[src/sv/kftl_pkg.sv]
// ----------------------------------------------------------------------------
// kftl_pkg
// Shared types and constants for the keyframe table lookup block.
// ----------------------------------------------------------------------------
package kftl_pkg;

    localparam int unsigned TIME_W = 64;
    localparam int unsigned LOOP_W = 63;

    typedef enum logic [1:0] {
        REQ_INSERT = 2'd0,
        REQ_LOOKUP = 2'd1,
        REQ_LOOPED = 2'd2,
        REQ_NONE   = 2'd3
    } t_req;

    typedef enum logic [1:0] {
        S_IDLE,
        S_DIV,
        S_EXEC,
        S_DONE
    } t_state;

    // per-cell compare results
    typedef struct packed {
        logic lt;   // stored time < key
        logic le;   // stored time <= key
    } t_cell_flags;

endpackage

[src/sv/kftl_mod.sv]
// ----------------------------------------------------------------------------
// kftl_mod
// Serial restoring remainder: one dividend bit per cycle.
// ----------------------------------------------------------------------------
module kftl_mod (
    input  logic                          i_clk,
    input  logic                          i_rst_n,
    input  logic                          i_start,
    input  logic [kftl_pkg::TIME_W-1:0]   i_dividend,
    input  logic [kftl_pkg::LOOP_W-1:0]   i_divisor,
    output logic                          o_done,
    output logic [kftl_pkg::LOOP_W-1:0]   o_rem
);
    import kftl_pkg::*;

    localparam int unsigned CNT_W = $clog2(TIME_W);

    logic              r_busy;
    logic [CNT_W-1:0]  r_cnt;
    logic [TIME_W-1:0] r_dvd;
    logic [TIME_W-1:0] r_rem;
    logic [LOOP_W-1:0] r_dvs;
    logic [TIME_W-1:0] trial;
    logic [TIME_W:0]   diff;

    always_comb begin
        trial = {r_rem[TIME_W-2:0], r_dvd[TIME_W-1]};
        diff  = {1'b0, trial} - {2'b00, r_dvs};
    end

    always_ff @(posedge i_clk) begin
        if (!i_rst_n) begin
            r_busy <= 1'b0;
            r_cnt  <= '0;
        end else if (i_start) begin
            r_busy <= 1'b1;
            r_cnt  <= '0;
        end else if (r_busy) begin
            r_cnt <= r_cnt + 1'b1;
            if (r_cnt == CNT_W'(TIME_W - 1)) begin
                r_busy <= 1'b0;
            end
        end
    end

    always_ff @(posedge i_clk) begin
        if (i_start) begin
            r_dvd <= i_dividend;
            r_rem <= '0;
            r_dvs <= i_divisor;
        end else if (r_busy) begin
            r_dvd <= {r_dvd[TIME_W-2:0], 1'b0};
            r_rem <= diff[TIME_W] ? trial : diff[TIME_W-1:0];
        end
    end

    assign o_done = r_busy && (r_cnt == CNT_W'(TIME_W - 1));
    // final step result, read in the done cycle
    assign o_rem  = diff[TIME_W] ? trial[LOOP_W-1:0] : diff[LOOP_W-1:0];

endmodule

[config.mk]
export PLATFORM = sky130hd
export DESIGN_NAME = kftl_mod
export DESIGN_NICKNAME = d
export VERILOG_FILES = /design/src/sv/kftl_pkg.sv /design/src/sv/kftl_mod.sv
export SDC_FILE = /design/constraint.sdc
export NUM_CORES = 1
export LEC_CHECK = 0
export BUFFER_PORTS_ARGS = -buffer_cell sky130_fd_sc_hd__buf_4
export CORE_MARGIN = 3
export CORE_UTILIZATION = 52
export DETAILED_ROUTE_END_ITERATION = 10
export GPL_TIMING_DRIVEN = 0
export PLACE_DENSITY = 0.78
export SLEW_MARGIN = 0
export SYNTH_ARGS = -nofsm -noshare
export SYNTH_HDL_FRONTEND = slang
export SYNTH_SLANG_ARGS = --single-unit
[constraint.sdc]
create_clock -name i_clk -period 4 [get_ports i_clk]
set_input_delay 1 -clock i_clk [delete_from_list [all_inputs] [get_ports i_clk]]
set_output_delay 1 -clock i_clk [all_outputs]
set_load 0.02 [all_outputs]
### Word level (Yosys, flattened, before mapping)

Cells that the tools add are included.

| word-level totals | value |
|---|---|
| register bits | 197 |
| input bits | 130 |
| output and inout bits | 64 |
| word-level logic and storage cells | 19 |

| operators by class | value |
|---|---|
| $add $sub $neg | 2 |
| eq/ne operators | 1 |
| muxes and demuxes | 7 |
| bitwise operators | 1 |
| reduce and logical (&&, ||, !) cells | 3 |

Operator list:

| operator | count |
|---|---|
| $mux 64 | 2 |
| $mux 63 | 2 |
| $sub 64x63->65 | 1 |
| $add 6x1->6 const B | 1 |
| $eq 6x6->1 const B | 1 |
| $mux 1 | 3 |
| $reduce_bool 2->1 | 1 |
| $reduce_or 2->1 | 1 |
| $logic_and 1x1->1 | 1 |
| $not 1->1 | 1 |

### Longest topological paths before layout

| depth | value |
|---|---|
| depth after elaboration | 4 |
| mapped depth | 15 |
| mapped depth without buffers | 13 |

### Worst setup path after synthesis

OpenSTA, ideal clock, no wires.

| timing path | value |
|---|---|
| path kind | reg2out |
| start | reg r_dvd[63] |
| end | out o_rem[44] (netlist name) |
| arrival time | 3.256 ns |
| required time | 3.000 ns |
| slack | -0.256 ns |
| cell stages (with the launch flop) | 14 |
| buffers on the path | 2 |
| path through | edfxtp_1 > inv_1 > ha_1 > fa_1 > nand2b_1 > a21oi_2 > o2111ai_1 > nand3_1 > o21bai_1 > o311a_4 > or2_2 > buf_2 > buf_6 > o21ai_0 |

| between the ends | value |
|---|---|
| word-level cells in the longest chain between the ends | 2 |

Ends and longest elaborated chain:

| what | line | source |
|---|---|---|
| from (decl) | kftl_mod.sv:20 | `logic [TIME_W-1:0] r_dvd;` |
| from (signal assigned) | kftl_mod.sv:48 | `r_dvd <= i_dividend;` |
| from (signal assigned) | kftl_mod.sv:52 | `r_dvd <= {r_dvd[TIME_W-2:0], 1'b0};` |
| $sub 64x63->65 | kftl_mod.sv:28 | `diff = {1'b0, trial} - {2'b00, r_dvs};` |
| $mux 63 | kftl_mod.sv:59 | `assign o_rem = diff[TIME_W] ? trial[LOOP_W-1:0] : diff[LOOP_W-1:0];` |
| to (decl) | kftl_mod.sv:12 | `output logic [kftl_pkg::LOOP_W-1:0] o_rem` |

No other way between the ends.

### Final worst setup path

| timing path | value |
|---|---|
| start | reg r_dvs[0] |
| end | out o_rem[49] (netlist name) |

| between the ends | value |
|---|---|
| word-level cells in the longest chain between the ends | 2 |

Ends and longest elaborated chain:

| what | line | source |
|---|---|---|
| from (decl) | kftl_mod.sv:22 | `logic [LOOP_W-1:0] r_dvs;` |
| from (signal assigned) | kftl_mod.sv:50 | `r_dvs <= i_divisor;` |
| $sub 64x63->65 | kftl_mod.sv:28 |  |
| $mux 63 | kftl_mod.sv:59 |  |

No other way between the ends.

==> results.md <==
* Share of cells above drive strength 1 at 38.3%
* Leakage power at 7.38 nW
* R2R setup slack at 460 ps
* Fmax at 216 MHz
* Longest Clk Path Bufs at 2
* CTS Hold Bufs at 0
* Total grt overflow at 0
* Cell row count at 55
* GP Congestion at 0.975
* Reg-to-reg startpoint: r_dvs[0]$_DFFE_PP_
* EDFF count, synth at 127
* Final WL at 41700 um
* Final period utilization at 116%
* Layout area overhead at 40.7%
* M3 GR Usage at 8.69%
* Mapped Cells at 1278
* DPL Wire Length at 26700 um
* Slew Limit Fails at 0
* Synth area leaders: edfxtp_1 31%, dfxtp_1 12%, ha_1 6.6%
* Clk slew on worst S/H paths at 80 ps
* All-Layer GR Usage at 30.2%
* Data arrival, critical path at 3630 ps
* Core area at 22800 um2
* Via density at 6.09
* Hold Path End: r_rem[16]$_SDFFE_PP0P_
* CP Class: reg -> out
* Synth top area share at 31.3%
* Max VDD drop at 237 uV
* Initial antenna violation count at 0
* Finished Cell Area at 17100 um2
* Failing checks: negative setup slack
* Die Width at 159 um
* R2R Path End: r_rem[49]$_SDFFE_PP0P_
* Slew HR at 40.6%
* GR peak layer: met2
* CTS Root Cell: clkbuf_16
* CTS sink cnt at 197
* Crit end category: output port
* Max H-tree Level at 4
* Number of inserted diodes at 0
* Power Density at 389 nW/um2
* R2R depth at 14
* Max Cap Viol at 0
* Placed cell areas at 14100 um2
* Most used DFF post-synth: edfxtp_1
* CTS tree: yes
* TritonRoute pass-1 iters at 6
* Antenna viol nets, final at 0
* Starting DRT DRC Count at 1224
* RSZ-0062 raised after global routing: true
* Post-Syn Nets at 1473
* Initial Util at 53.3%
* Multi-input gate area at 7510 um2
* Seq/Total Area, Yosys at 42.8%
* Die area at 25300 um2
* GR Layer Usage met1 at 37.6%
* HP Start: r_rem[16]$_SDFFE_PP0P_
* Hold depth at 2
* DIE HEIGHT at 159 um
* Area of the mapped netlist at 12200 um2
* Ys Warns at 0
* Vias at 11602
* Setup crit start kind: register
* Worst setup margin at -629 ps
* Filler cell count in the final layout at 1538
* Worst skew pair latency at 460 ps
* # IOs at 194
* Register area at 5220 um2
* Synth Register Bits at 197
* HP Class: reg -> reg
* Launch point of the worst path: r_dvs[0]$_DFFE_PP_
* Largest net degree at the start of global routing at 67
* Most frequent cells after synthesis: 156 x nor2_1, 127 x edfxtp_1, 102 x nand2_1
* Crit Path Max Fanout at 5
* First-pass GRT wire length at 60700 um
* Final Util at 75.0%
* Most common cell in the netlist: nor2_1
* Worst Skew at 16.5 ps
* Final setup violation count at 63
* Buffers added on ports at 193
* Synth unique cells at 80
* Outcome: finished, violations left
* Final Critical Period at 4630 ps
* Final hold violations at 0
* Asr flop ratio synth at 0%
* Least-Margin Pin Slew at 890 ps
* Met2 usage at 49.1%
* Fin nets at 1774
* Cts bufs inserted at 17
* Syn avg cell area at 9.53 um2
* Vias in the first global route at 11401
* Req. time, crit path at 3000 ps
* Avg WL per Cell at 21.9 um
* Area leader, netlist: edfxtp_1
* Drc violations at 0
critical path, stage by stage (launching register included):
cell       delay [ps]
edfxtp_1          430
ha_2              220
buf_4             140
nor2b_4           150
o2111ai_4         180
a2111oi_4         380
nor2_4            120
o311ai_4          320
nand2_4            90
o31ai_4           330
buf_4             180
mux2i_2           240
nor2_2             60
nor2_2            170
buf_6             140
cell families after synthesis:
logic type	after synthesis	synth area share, %
mux	101	9.24
simple gates	392	14.6
fa+ha+maj	65	6.74
compound gates	319	17.5
xor+xnor	59	4.24
buf+inv	145	4.91
flops	197	42.8
cells in the final DEF, fill, tap and decap left out, types with 8 or more instances in the layout:
| cell | netlist | final |
|---|---|---|
| nand3_1 | 16 | 13 |
| ha_2 | 0 | 11 |
| clkbuf_16 | 0 | 20 |
| o21ai_2 | 0 | 8 |
| clkbuf_1 | 39 | 26 |
| o21ai_0 | 42 | 29 |
| buf_12 | 0 | 18 |
| o21bai_1 | 22 | 20 |
| xnor2_1 | 36 | 34 |
| edfxtp_1 | 127 | 127 |
| ha_1 | 64 | 48 |
| o21a_1 | 29 | 28 |
| mux2_2 | 69 | 63 |
| nand2_4 | 1 | 17 |
| nor2_1 | 156 | 146 |
| a21o_1 | 35 | 35 |
| a21oi_2 | 1 | 18 |
| nand4_1 | 24 | 24 |
| nand2_1 | 102 | 80 |
| nor3_1 | 40 | 37 |
| dfxtp_1 | 70 | 69 |
| and3_1 | 9 | 9 |
| mux2_4 | 0 | 29 |
| a31oi_1 | 13 | 9 |
| buf_4 | 6 | 207 |
| a21oi_1 | 90 | 67 |
| o21ai_4 | 0 | 21 |
| xor2_1 | 23 | 21 |
| o21ai_1 | 28 | 12 |
| buf_6 | 1 | 79 |
| inv_1 | 80 | 80 |
registers in the layout, indices dropped and copies added, names as in the netlist:
name    cells
r_rem      63
r_dvd      64
r_cnt       6
r_dvs      63
r_busy      1
final cells by class:
type / instances / area share, %
plain buffers: 47 / 2.09
clock buffers: 18 / 2.50
clock inverters: 14 / 1.05
inverters: 83 / 1.82
multi-input cells: 936 / 43.8
flip-flops and latches: 197 / 30.4
well taps: 313 / 2.28
repair buffers: 297 / 16.0
routing by layer:
layer | routed length [um] | up-vias
met5 | 0 | -
li1 | - | 5200
met1 | 16200 | 5491
met2 | 19100 | 734
met3 | 4270 | 177
met4 | 2130 | 0
power by group:
| part | switching, mW | total [mW] | leakage, nW | internal [mW] |
|---|---|---|---|---|
| Combinational | 1.30 | 2.37 | 5.25 | 1.07 |
| Clock | 0.925 | 1.83 | 0.299 | 0.907 |
| Sequential | 0.0996 | 2.46 | 1.84 | 2.36 |
| Total | 2.32 | 6.66 | 7.38 | 4.34 |
metrics by stage:
step                setup slack (ps)  TNS (ps)  std cells  power (mW)  hold WS (ps)
finish                          -629    -31420       1905        6.66           506
global route                    -678    -34860       1905        6.89           535
CTS                             -590    -30170       1876        6.40           497
detailed placement              -959    -48000       1784        4.18           483
global placement               -1120   -118550       1784        4.15           471
floorplan                      -15.0      -147       1278        3.61           458
worst max-delay path by stage:
stage | endpoint | slack, ps
detailed placement | o_rem[24] | -960
global placement | r_dvd[10]$_DFFE_PP_ | -1120
CTS | o_rem[58] | -590
global route | o_rem[61] | -680
floorplan | o_rem[26] | -10
finish | o_rem[49] | -630
what timing repair did:
item / 4_1_cts / 5_1_grt
cloned: 6 / 3
endpoints found under the setup margin: 82 / 63
gates resized for setup: 289 / 109
buffers inserted: 63 / 39
pin swaps: 54 / 30
No activity file was read; power rests on OpenSTA's default activity.
