### src/sv/kftl_pkg.sv
// ----------------------------------------------------------------------------
// kftl_pkg
// Shared types and constants for the keyframe table lookup block.
// ----------------------------------------------------------------------------
package kftl_pkg;

    localparam int unsigned TIME_W = 64;
    localparam int unsigned LOOP_W = 63;

    typedef enum logic [1:0] {
        REQ_INSERT = 2'd0,
        REQ_LOOKUP = 2'd1,
        REQ_LOOPED = 2'd2,
        REQ_NONE   = 2'd3
    } t_req;

    typedef enum logic [1:0] {
        S_IDLE,
        S_DIV,
        S_EXEC,
        S_DONE
    } t_state;

    // per-cell compare results
    typedef struct packed {
        logic lt;   // stored time < key
        logic le;   // stored time <= key
    } t_cell_flags;

endpackage

### src/sv/kftl_cell.sv
// ----------------------------------------------------------------------------
// kftl_cell
// One table slot: holds a time, compares it to the key, shifts right on insert.
// ----------------------------------------------------------------------------
module kftl_cell (
    input  logic                              i_clk,
    input  logic signed [kftl_pkg::TIME_W-1:0] i_key,
    input  logic signed [kftl_pkg::TIME_W-1:0] i_left_val,
    input  logic                              i_left_lt,
    input  logic                              i_valid,
    input  logic                              i_shift_en,
    output logic signed [kftl_pkg::TIME_W-1:0] o_val,
    output kftl_pkg::t_cell_flags             o_flags
);
    import kftl_pkg::*;

    logic signed [TIME_W-1:0] r_val;
    logic signed [TIME_W-1:0] n_val;

    always_comb begin
        o_flags.lt = i_valid && (r_val < i_key);
        o_flags.le = i_valid && !(i_key < r_val);
        n_val      = r_val;
        if (i_shift_en && !o_flags.lt) begin
            n_val = i_left_lt ? i_key : i_left_val;
        end
    end

    always_ff @(posedge i_clk) begin
        r_val <= n_val;
    end

    assign o_val = r_val;

endmodule

### config.mk
export PLATFORM = sky130hd
export DESIGN_NAME = kftl_cell
export DESIGN_NICKNAME = d
export VERILOG_FILES = /design/src/sv/kftl_pkg.sv /design/src/sv/kftl_cell.sv
export SDC_FILE = /design/constraint.sdc
export NUM_CORES = 1
export LEC_CHECK = 0
export ABC_CLOCK_PERIOD_IN_PS = 10750
export BUFFER_PORTS_ARGS = -buffer_cell sky130_fd_sc_hd__buf_4
export CORE_UTILIZATION = 53
export CTS_BUF_LIST = sky130_fd_sc_hd__clkbuf_8
export DETAILED_ROUTE_END_ITERATION = 12
export PLACE_DENSITY = 0.89
export SYNTH_ARGS = -nofsm -noshare
export SYNTH_HDL_FRONTEND = slang
export SYNTH_SLANG_ARGS = --single-unit
export TNS_END_PERCENT = 30
### constraint.sdc
create_clock -name i_clk -period 10.75 [get_ports i_clk]
set_input_delay 0.5375 -clock i_clk [delete_from_list [all_inputs] [get_ports i_clk]]
set_output_delay 0.5375 -clock i_clk [all_outputs]
set_load 0.05 [all_outputs]
; ---- Yosys cells after proc, flatten, opt, wreduce, memory -nomap -nowiden
; Cells that the tools add are included.
; W data, S select, Z words.
[word_totals]
regBits = 64
latch_bits = 0
mem_bits_rw = 0
mem_bits_ro = 0
output_inout_bits = 66
elab_cells = 9
n_memories = 0
[op_classes]
n_addsub = 0
multipliers = 0
div_mod_pow = 0
n_lt_le_gt_ge = 2
eq_ne = 0
shifts = 0
muxes = 1
n_bitwise = 0
reduce_logical = 5
[ops]
columns = operator, count
row1 = $lt A64 B64 Y1, 2
row2 = $mux W64, 1
row3 = $logic_and A1 B1 Y1, 3
row4 = $logic_not A1 Y1, 2

; ---- Depth between registers and ports, before layout
; Gate-level depths: netlist of run 1.
[depth]
word_depth = 4
mapped_depth = 9
depth_no_buf = 9

; ---- Worst setup path before layout of run 1
; Ideal clock, no wire load.
[synth_path]
path_type = register -> register
from = register r_val[5], in the netlist o_val[5]
to = register r_val[0], in the netlist o_val[0] (enable)
arrival_time_ns = 7.150
slack_ns = 3.023
stages_incl_launch_ff = 10
n_path_buf = 0
cell_sequence = edfxtp_1 inv_1 ha_1 a21oi_2 o21ai_1 a21o_1 o311a_1 or4b_4 o2111a_1 nor3b_1
[synth_between]
elab_chain_len = 4
[synth_rtl]
columns = element, line
row1 = "start, declared", kftl_cell.sv:17  ; logic signed [TIME_W-1:0] r_val;
row2 = "start signal, assigned", kftl_cell.sv:30  ; r_val <= n_val;
row3 = $lt A64 B64 Y1, kftl_cell.sv:21  ; o_flags.lt = i_valid && (r_val < i_key);
row4 = $logic_and A1 B1 Y1, kftl_cell.sv:21
row5 = $logic_not A1 Y1, kftl_cell.sv:24  ; if (i_shift_en && !o_flags.lt) begin
row6 = $logic_and A1 B1 Y1, kftl_cell.sv:24
; No other way between the ends.
; A chain may end at the register's enable or synchronous reset.

==> flow_summary.toml, run 1 <==
[power_and_ir_drop]
power_density_nw_per_um2 = 132
finalPower_uw = 815
seqPwrFrac_pct = 39.1
p_leak_uw = 0.00301
clkPwrFrac_pct = 26.7
swShare_pct = 33.1
vdd_drop_max_v = 0.0000744
combPwrFrac_pct = 34.3
p_sw_uw = 269
p_int_uw = 545

[sta]
rsz0062_at_grt = "false"
finalMaxSlewViolations = 0
fin_setup_tns_ns = 0
hold_viol = 0
skew_ns = 0.0117
setup_slack_ns = 7.05
worst_pin_slew_ns = 0.831
fin_crit_ns = 3.70
fmax_mhz = 270
setup-violations-final = 0
slew_headroom_pct = 44.6
fin_crit_sh_pct = 34.5

[cts]
clk_latency_ns = 0.33
cts-resized-gates = 0
tritoncts = "done"
path_clk_slew_ns = 0.08
cts_buffers = 9
post_cts_buffers = 0
cts_max_path_buffers = 2
cts_root_buf = "clkbuf_8"
cts_sinks = 64
h-tree-depth = 3
cts_hold_buf = 0

[synth]
synthesis.nets = 567
synth_edf_count = 64
syn_inst = 371
postSynthAreaPerCell_um2 = 11.7
yosys.cell_types.count = 31
ys_seq_elements = 64
synth_warnings = 0
async_reset_ff_share_pct = 0
syn_area_um2 = 4350
synth_flop_cell = "edfxtp_1"
ys_seq_area_share_pct = 44.2

[drt]
drc = 0
wl_met1_um = 4340
vias = 3580
first_iter_violations = 110
wl_met2_um = 5610
vias_per_cell = 5.26
drtAntennaViolNets = 0
wire_per_inst_um = 15.9
wl_um = 10800
wl_met3_um = 697
routed.top_layer = "met4"
firstDrtPassIters = 7

[worst_setup_path]
crit_chain = "inv_1 -> ha_1 -> a21oi_1 -> o21ai_1 -> a221o_1 -> o31ai_1 -> or4b_4 -> or3_1 -> a21oi_1 -> buf_4"
start_kind = "flip-flop"
crit_path_frequent_cell = "a21oi_1"
cp_slowest_stage_delay_ns = 0.53
cp_max_fo = 4
cp.arrival_ns = 3.17
crit_slowest_cell = "or4b_4"
crit_required_ns = 10.21
critPathKind = "flip-flop to primary output"
endpoint_kind = "primary output"

[flow_run]
maxCapViolCount = 0

[die]
dieArea_um2 = 8560
core_area_um2 = 7850
num_rows = 32
die-height_um = 92.5
floorplan.initialDensity_pct = 55.4
ios = 198
die-width_um = 92.5

[grt]
grt_use_total_pct = 25.6
grt_max_degree = 65
grt_pass1_vias = 3638
overflow = 0
grt_pass1_wl_um = 16900
antenna_found_initial = 0

[placement]
io_buffers = 197
dp_hpwl_um = 8700
place_congestion = 0.857
pre_cts_ws_ns = 6.96

[layout]
largest_register_ff_count = 64
antenna_cells = 0
nets = 770
area_growth_pct = 41.5
drive_above_1_share_pct = 48.0

[outcome]
status = "complete, no violations"

[min_path]
hp-class = "primary input to flip-flop"
## worst max-delay path: cells and delay by family, from the launching register on
kind,cells,cell delay [ns]
buffers and inverters,2,0.29
and+or+nand+nor,2,0.89
DFF,1,0.41
adders and majority gates,1,0.23
AOI/OAI and AO/OA,5,1.01
## power by group through the flow
| stage | Combinational [uW] | Clock, uW | Sequential (uW) |
|---|---|---|---|
| after CTS | 280 | 221 | 319 |
| after global routing | 300 | 230 | 321 |
| final | 279 | 217 | 318 |
| after floorplan | 96.1 | 0 | 405 |
| after detailed placement | 279 | 0 | 324 |
| after global placement | 271 | 0 | 322 |
## worst paths after layout
check / start / to / slack (ns) / depth (start not counted)
setup / recovery: o_val[17] / o_flags[0] / 7.05 / 10
hold / removal: i_left_val[33] / o_val[33] / 0.50 / 2
setup reg to reg: o_val[17] / o_val[4] / 7.26 / 10
hold reg to reg: o_val[63] / o_val[1] / 1.44 / 5
## per-layer routing
| layer | track usage (%) | vias to the layer above |
|---|---|---|
| li1 | - | 1771 |
| met1 | 29.6 | 1658 |
| met2 | 46.5 | 135 |
| met3 | 5.25 | 16 |
| met4 | 9.11 | 0 |
| met5 | 0 | - |
## cell type report
class / count / area [um2]
Timing Repair Buffer: 199 / 1490
Tap cell: 102 / 128
Fill cell: 543 / 1700
Clock inverter: 7 / 78.8
Inverter: 66 / 248
Sequential cell: 64 / 1920
Clock buffer: 9 / 124
Multi-Input combinational cell: 234 / 2150
## synthesized netlist by cell type (3+ instances only)
cell	count	area, um2
inv_1	66	248
edfxtp_1	64	1920
ha_1	64	801
mux2_2	64	721
a21oi_1	23	115
nand2_1	13	48.8
nand4_1	12	75.1
nand3_1	9	45.0
a21o_1	7	52.6
clkbuf_1	7	26.3
and4_1	4	35.0
nor2_1	4	15.0
nor3_1	4	20.0
o21ai_0	4	20.0
nor4_1	3	18.8
o21ai_1	3	15.0
## layout by cell type (no fill, tap or decap), types with 4 or more instances in the layout
cell type  count
buf_4        199
inv_1         68
mux2_2        64
ha_1          64
edfxtp_1      64
a21oi_1       23
nand2_1       13
nand4_1       12
nand3_1        9
clkbuf_8       9
a21o_1         7
and4_1         4
o21ai_0        4
nor3_1         4
nor2_1         4
## logic make-up after synthesis
logic type,synth area share (%)
AOI/OAI and AO/OA,7.46
and+or+nand+nor,7.00
buffers and inverters,6.31
muxes,16.6
adders and majority gates,18.4
DFF,44.2
## stage by stage
step,hold slack [ns],std cells,utilization (%),area [um2]
after global routing,0.486,681,78.3,6150
after global placement,0.839,665,75.8,5950
after CTS,0.490,681,78.3,6150
after floorplan,0.757,371,-,4350
after detailed placement,0.843,665,75.8,5950
final,0.500,681,78.3,6150
Power figures use the tool's default switching activity.
==> run 2, diff against run 1 <==
- ABC_AREA: unset -> 1
- ABC_CLOCK_PERIOD_IN_PS: 10750 -> 3500
- CORE_UTILIZATION: 53 -> 49
- PLACE_DENSITY: 0.89 -> 0.83
- clock period: 10.75 -> 3.5 ns (I/O delays scaled with it)
==> run 2 against run 1 <==
Effect of this change: synthesized cell count grew 14%; setup slack lost 6.1 ns; count of clock-buffer cells in the layout is the same; critical path type is now flip-flop to flip-flop; largest cell class unchanged; wire length shrank 2.0%; register-to-register slack lost 6.3 ns; highest routed layer unchanged.
==> flow_summary.toml, run 2 <==
[outcome]
status = "complete, no violations"

[drt]
wire_per_inst_um = 14.4
first_iter_violations = 83
drc = 0
vias_per_cell = 5.00
drtAntennaViolNets = 0
firstDrtPassIters = 4
vias = 3686
wl_um = 10600

[cts]
post_cts_buffers = 0
cts_buffers = 9
cts_hold_buf = 0
path_clk_slew_ns = 0.08
h-tree-depth = 3
tritoncts = "done"
cts_max_path_buffers = 2
cts_root_buf = "clkbuf_8"
cts-resized-gates = 0
cts_sinks = 64
clk_latency_ns = 0.33

[grt]
antenna_found_initial = 0
grt_max_degree = 66
overflow = 0
grt_use_total_pct = 23.2
grt_pass1_vias = 3908
grt_pass1_wl_um = 17700

[die]
floorplan.initialDensity_pct = 50.8
die-width_um = 97.1
dieArea_um2 = 9420
ios = 198
die-height_um = 97.1
num_rows = 34
core_area_um2 = 8720

[layout]
drive_above_1_share_pct = 44.5
postLayoutCoreUtil_pct = 71.1
layout_commonest_cell = "buf_4"
layout_common_cells = "199 x buf_4, 81 x inv_1, 64 x ha_1, 64 x edfxtp_1"
nets = 821
finalInstanceArea_um2 = 6200
antenna_cells = 0
largest_register_ff_count = 64
area_growth_pct = 40.0

[min_path]
holdPathStages = 2
hp-class = "primary input to flip-flop"

[placement]
place_congestion = 0.797
io_buffers = 197
pre_cts_ws_ns = 0.897
dp_hpwl_um = 8570
postPlaceCellArea_um2 = 6020

[worst_setup_path]
start_kind = "flip-flop"
ff2ff_path_depth = 13
critPathKind = "flip-flop to flip-flop"
crit_path_end = "o_val[42]"
crit_required_ns = 3.47
r2r_start = "o_val[39]"
worstReg2RegEnd = "o_val[42]"
cp_max_fo = 33
rrSetupSlack_ns = 0.91
timing.critical_path.from = "o_val[39]"
cp.arrival_ns = 2.56
endpoint_kind = "flip-flop"

[sta]
fin_crit_sh_pct = 73.9
fin_crit_ns = 2.59
fin_setup_tns_ns = 0
worst_pin_slew_ns = 0.835
setup-violations-final = 0
skew_ns = 0.0144
finalMaxSlewViolations = 0
hold_viol = 0
rsz0062_at_grt = "false"
slew_headroom_pct = 44.3
setup_slack_ns = 0.913
fmax_mhz = 387

[power_and_ir_drop]
power_density_nw_per_um2 = 386
vdd_drop_max_v = 0.000255
finalPower_uw = 2390
p_leak_uw = 0.00314

[flow_run]
maxCapViolCount = 0

[synth]
synth.area.top_cells = "edfxtp_1 43%, ha_1 18%, mux2_2 16%, inv_1 6.9%, nand2_1 5.3%"
ys_seq_elements = 64
syn_area_um2 = 4430
synth_top_area_share_pct = 43.4
synthesis.nets = 618
yosys.cell_types.count = 21
ys_seq_area_share_pct = 43.4
synth_common_cells = "81 x inv_1, 64 x edfxtp_1, 64 x ha_1, 63 x mux2_2, 63 x nand2_1"
async_reset_ff_share_pct = 0
synth_warnings = 0
postSynthAreaPerCell_um2 = 10.5
syn_inst = 422
synth_most_common_cell = "inv_1"
yosysTopAreaCell = "edfxtp_1"
synth_edf_count = 64
synth_flop_cell = "edfxtp_1"
run 2: changes by cell type after synthesis, sizes merged, moves of 6 or more:
cell and change:
nand2 +50, clkbuf -6, nor2 +12, buf +6, inv +16, nand4 -6
a21oi +6, a21o -6
run 2: where the power goes:
part / internal, uW / switching (uW) / total (uW) / leakage (uW)
Clock: 317 / 282 / 599 / 0.0000975
Combinational: 330 / 493 / 823 / 0.00243
Sequential: 934 / 35.1 / 969 / 0.000612
Total: 1580 / 810 / 2390 / 0.00314
run 2: metal layers:
layer	track usage (%)	share of wire [%]
met5	0	0
met4	9.07	2.1
met3	6.62	8.0
met2	39.6	49
met1	27.5	41
run 2: cells by family (layout without fill, tap and decap cells):
family          count (synthesis)  count (layout)  synth area share (%)
compound gates                 42              42                  5.03
fa+ha+maj                      64              64                  18.1
buf+inv                        89             296                  7.71
flops                          64              64                  43.4
mux                            63              63                  16.0
simple gates                  100             100                  9.75
run 2: critical path: stages, from the launching register on:
cell      delay [ns]
edfxtp_1        0.39
inv_1           0.08
ha_1            0.24
a21oi_1         0.17
o21a_1          0.14
nand2_1         0.05
nand2_1         0.05
nand2_1         0.08
a21oi_1         0.24
nand3_1         0.14
nand4_1         0.12
nand2_1         0.07
inv_2           0.05
buf_4           0.39
run 2: worst min path at each step:
stage           endpoint            from  slack [ns]
2_1_floorplan   o_val[1]   i_left_val[1]        0.39
3_3_place_gp   o_val[12]  i_left_val[12]        0.48
3_5_place_dp   o_val[10]  i_left_val[10]        0.48
4_1_cts        o_val[10]  i_left_val[10]        0.13
5_1_grt        o_val[26]  i_left_val[26]        0.13
6_report       o_val[22]  i_left_val[22]        0.14
run 2: final cells by class:
type | count | area (um2)
Timing Repair Buffer | 199 | 1490
Clock inverter | 6 | 52.6
Sequential cell | 64 | 1920
Clock buffer | 9 | 124
Fill cell | 638 | 2520
Inverter | 82 | 308
Tap cell | 108 | 135
Multi-Input combinational cell | 269 | 2160
run 2: metrics by stage:
step | std cells | hold WS [ns]
final | 737 | 0.140
after global routing | 737 | 0.128
after CTS | 737 | 0.128
after detailed placement | 722 | 0.481
after global placement | 722 | 0.477
after floorplan | 422 | 0.395
==> run 3, diff against run 2 <==
- ABC_AREA: 1 -> 0
- ABC_CLOCK_PERIOD_IN_PS: 3500 -> 2400
- clock period: 3.5 -> 2.4 ns (I/O delays scaled with it)
==> run 3 against run 2 <==
Effect of this change: the flow now finishes with violations (setup timing); sequential cell count is the same; register-to-register slack worse by 1.8 ns; hold slack lost 0.067 ns; sequential power is 48% higher; via count up 10%; sequential share of layout area down 4.5 points; die area down 1.8%; setup slack lost 1.9 ns; first-iteration DRC count grew 48%; non-clock buffer count increased by 96; utilization increased by 15 points; clock skew fell by 0.00072 ns; largest power group is now combinational cells.
==> flow_summary.toml, run 3 (same netlist as run 1, synthesis figures left out) <==
[sta]
fin_crit_ns = 3.34
setup-violations-final = 66
slew_headroom_pct = 45.1
rsz0062_at_grt = "true"
finalMaxSlewViolations = 0
setup_slack_ns = -0.944
holdWs_ns = 0.0735
fin_crit_sh_pct = 139
hold_viol = 0
fmax_mhz = 299
worst_pin_slew_ns = 0.823
skew_ns = 0.0137

[layout]
drive_above_1_share_pct = 60.7
largest_register_ff_count = 64
stdcell_count = 780
nets = 866
n_fill_cell = 422
antenna_cells = 0
layout_common_cells = "285 x buf_4, 64 x mux2_2, 64 x edfxtp_1"
layout_commonest_cell = "buf_4"
area_growth_pct = 66.9

[die]
floorplan.initialDensity_pct = 51.8
num_rows = 33
die-height_um = 96.2
ios = 198
core_area_um2 = 8380
die-width_um = 96.2
dieArea_um2 = 9250

[drt]
drc = 0
drtAntennaViolNets = 0
firstDrtPassIters = 4
wire_per_inst_um = 17.2
wl_um = 13400
first_iter_violations = 123
vias = 4070
vias_per_cell = 5.22

[placement]
place_inst = 745
place_congestion = 0.784
dp_hpwl_um = 9540
pre_cts_ws_ns = -0.828
io_buffers = 197

[cts]
cts_root_buf = "clkbuf_8"
cts_hold_buf = 0
cts_sinks = 64
clk_latency_ns = 0.34
tritoncts = "done"
cts_max_path_buffers = 2
h-tree-depth = 3
cts_buffers = 9
path_clk_slew_ns = 0.08

[grt]
grt_pass1_vias = 4269
grt_max_degree = 65
overflow = 0
grt_pass1_wl_um = 19100
antenna_found_initial = 0
grt_use_total_pct = 27.5

[worst_setup_path]
crit_slowest_cell = "or4b_4"
cp_max_fo = 3
path_buf_inv = 3
crit_chain = "inv_1 -> ha_1 -> a21oi_1 -> o21ai_1 -> a21o_1 -> o311a_1 -> or4b_4 -> buf_6 -> or3_4 -> a21oi_4 -> buf_8"
endpoint_kind = "primary output"
crit_required_ns = 2.28
cp_slowest_stage_delay_ns = 0.55
critPathKind = "flip-flop to primary output"
start_kind = "flip-flop"
cp.arrival_ns = 3.22
path_delay_family = "compound AO/OA/AOI/OAI gates"

[outcome]
violations = "setup timing"
status = "finished with violations"

[power_and_ir_drop]
p_leak_uw = 0.00352
power_density_nw_per_um2 = 559
vdd_drop_max_v = 0.000537

[flow_run]
maxCapViolCount = 0

[min_path]
hp-class = "primary input to flip-flop"
## run 3: cell count changes in the layout (fill, tap and decap cells not counted), sizes merged, moves of 3 or more
| cell | delta |
|---|---|
| a21o | +6 |
| a21oi | -6 |
| and4 | +4 |
| buf | +94 |
| inv | -14 |
| nand2 | -50 |
| nand4 | +6 |
| nor2 | -12 |
| o21a | -3 |
## run 3: layer usage
layer / GRT usage (%) / wire, um / up-vias
met1: 28.9 / 5070 / 1902
met4: 12.9 / 468 / 0
li1: - / - / 1965
met5: 0 / 0 / -
met2: 51.2 / 7090 / 164
met3: 6.32 / 759 / 39
## run 3: cell type report
class | instances | area, um2 | area share (%)
multi-input cells | 234 | 2440 | 33.6
repair buffers | 295 | 2310 | 31.8
well taps | 105 | 131 | 1.81
clock buffers | 9 | 124 | 1.71
inverters | 66 | 248 | 3.42
clock inverters | 7 | 80.1 | 1.10
flip-flops and latches | 64 | 1920 | 26.5
## run 3: path summary, 6_finish.rpt
path | startpoint | end | cells past startpoint | slack, ns
worst max-delay path | o_val[13] | o_flags[0] | 11 | -0.94
worst min-delay path | i_left_val[46] | o_val[46] | 2 | 0.07
worst max register to register | o_val[13] | o_val[23] | 14 | -0.89
worst min register to register | o_val[63] | o_val[5] | 7 | 1.48
## run 3: repair_timing
action	4_1_cts	5_1_grt
resized for setup	19	32
cloned	1	2
setup endpoints to repair	66	66
buffers inserted	7	10
pin swaps	1	14
## run 3: power breakdown
part | switching (uW) | internal [uW]
Clock | 424 | 569
Combinational | 874 | 759
Sequential | 55.0 | 1370
Total | 1350 | 2700
## run 3: metrics by stage
stage / utilization [%] / cell area, um2 / setup TNS, ns / power (uW)
6_report: 86.5 / 7250 / -56.20 / 4050
5_1_grt: 86.5 / 7250 / -63.15 / 4230
4_1_cts: 82.8 / 6940 / -52.60 / 3940
3_5_place_dp: 78.5 / 6580 / -53.61 / 2890
3_3_place_gp: 78.5 / 6580 / -48.93 / 2840
2_1_floorplan: - / 4390 / -140.36 / 2240
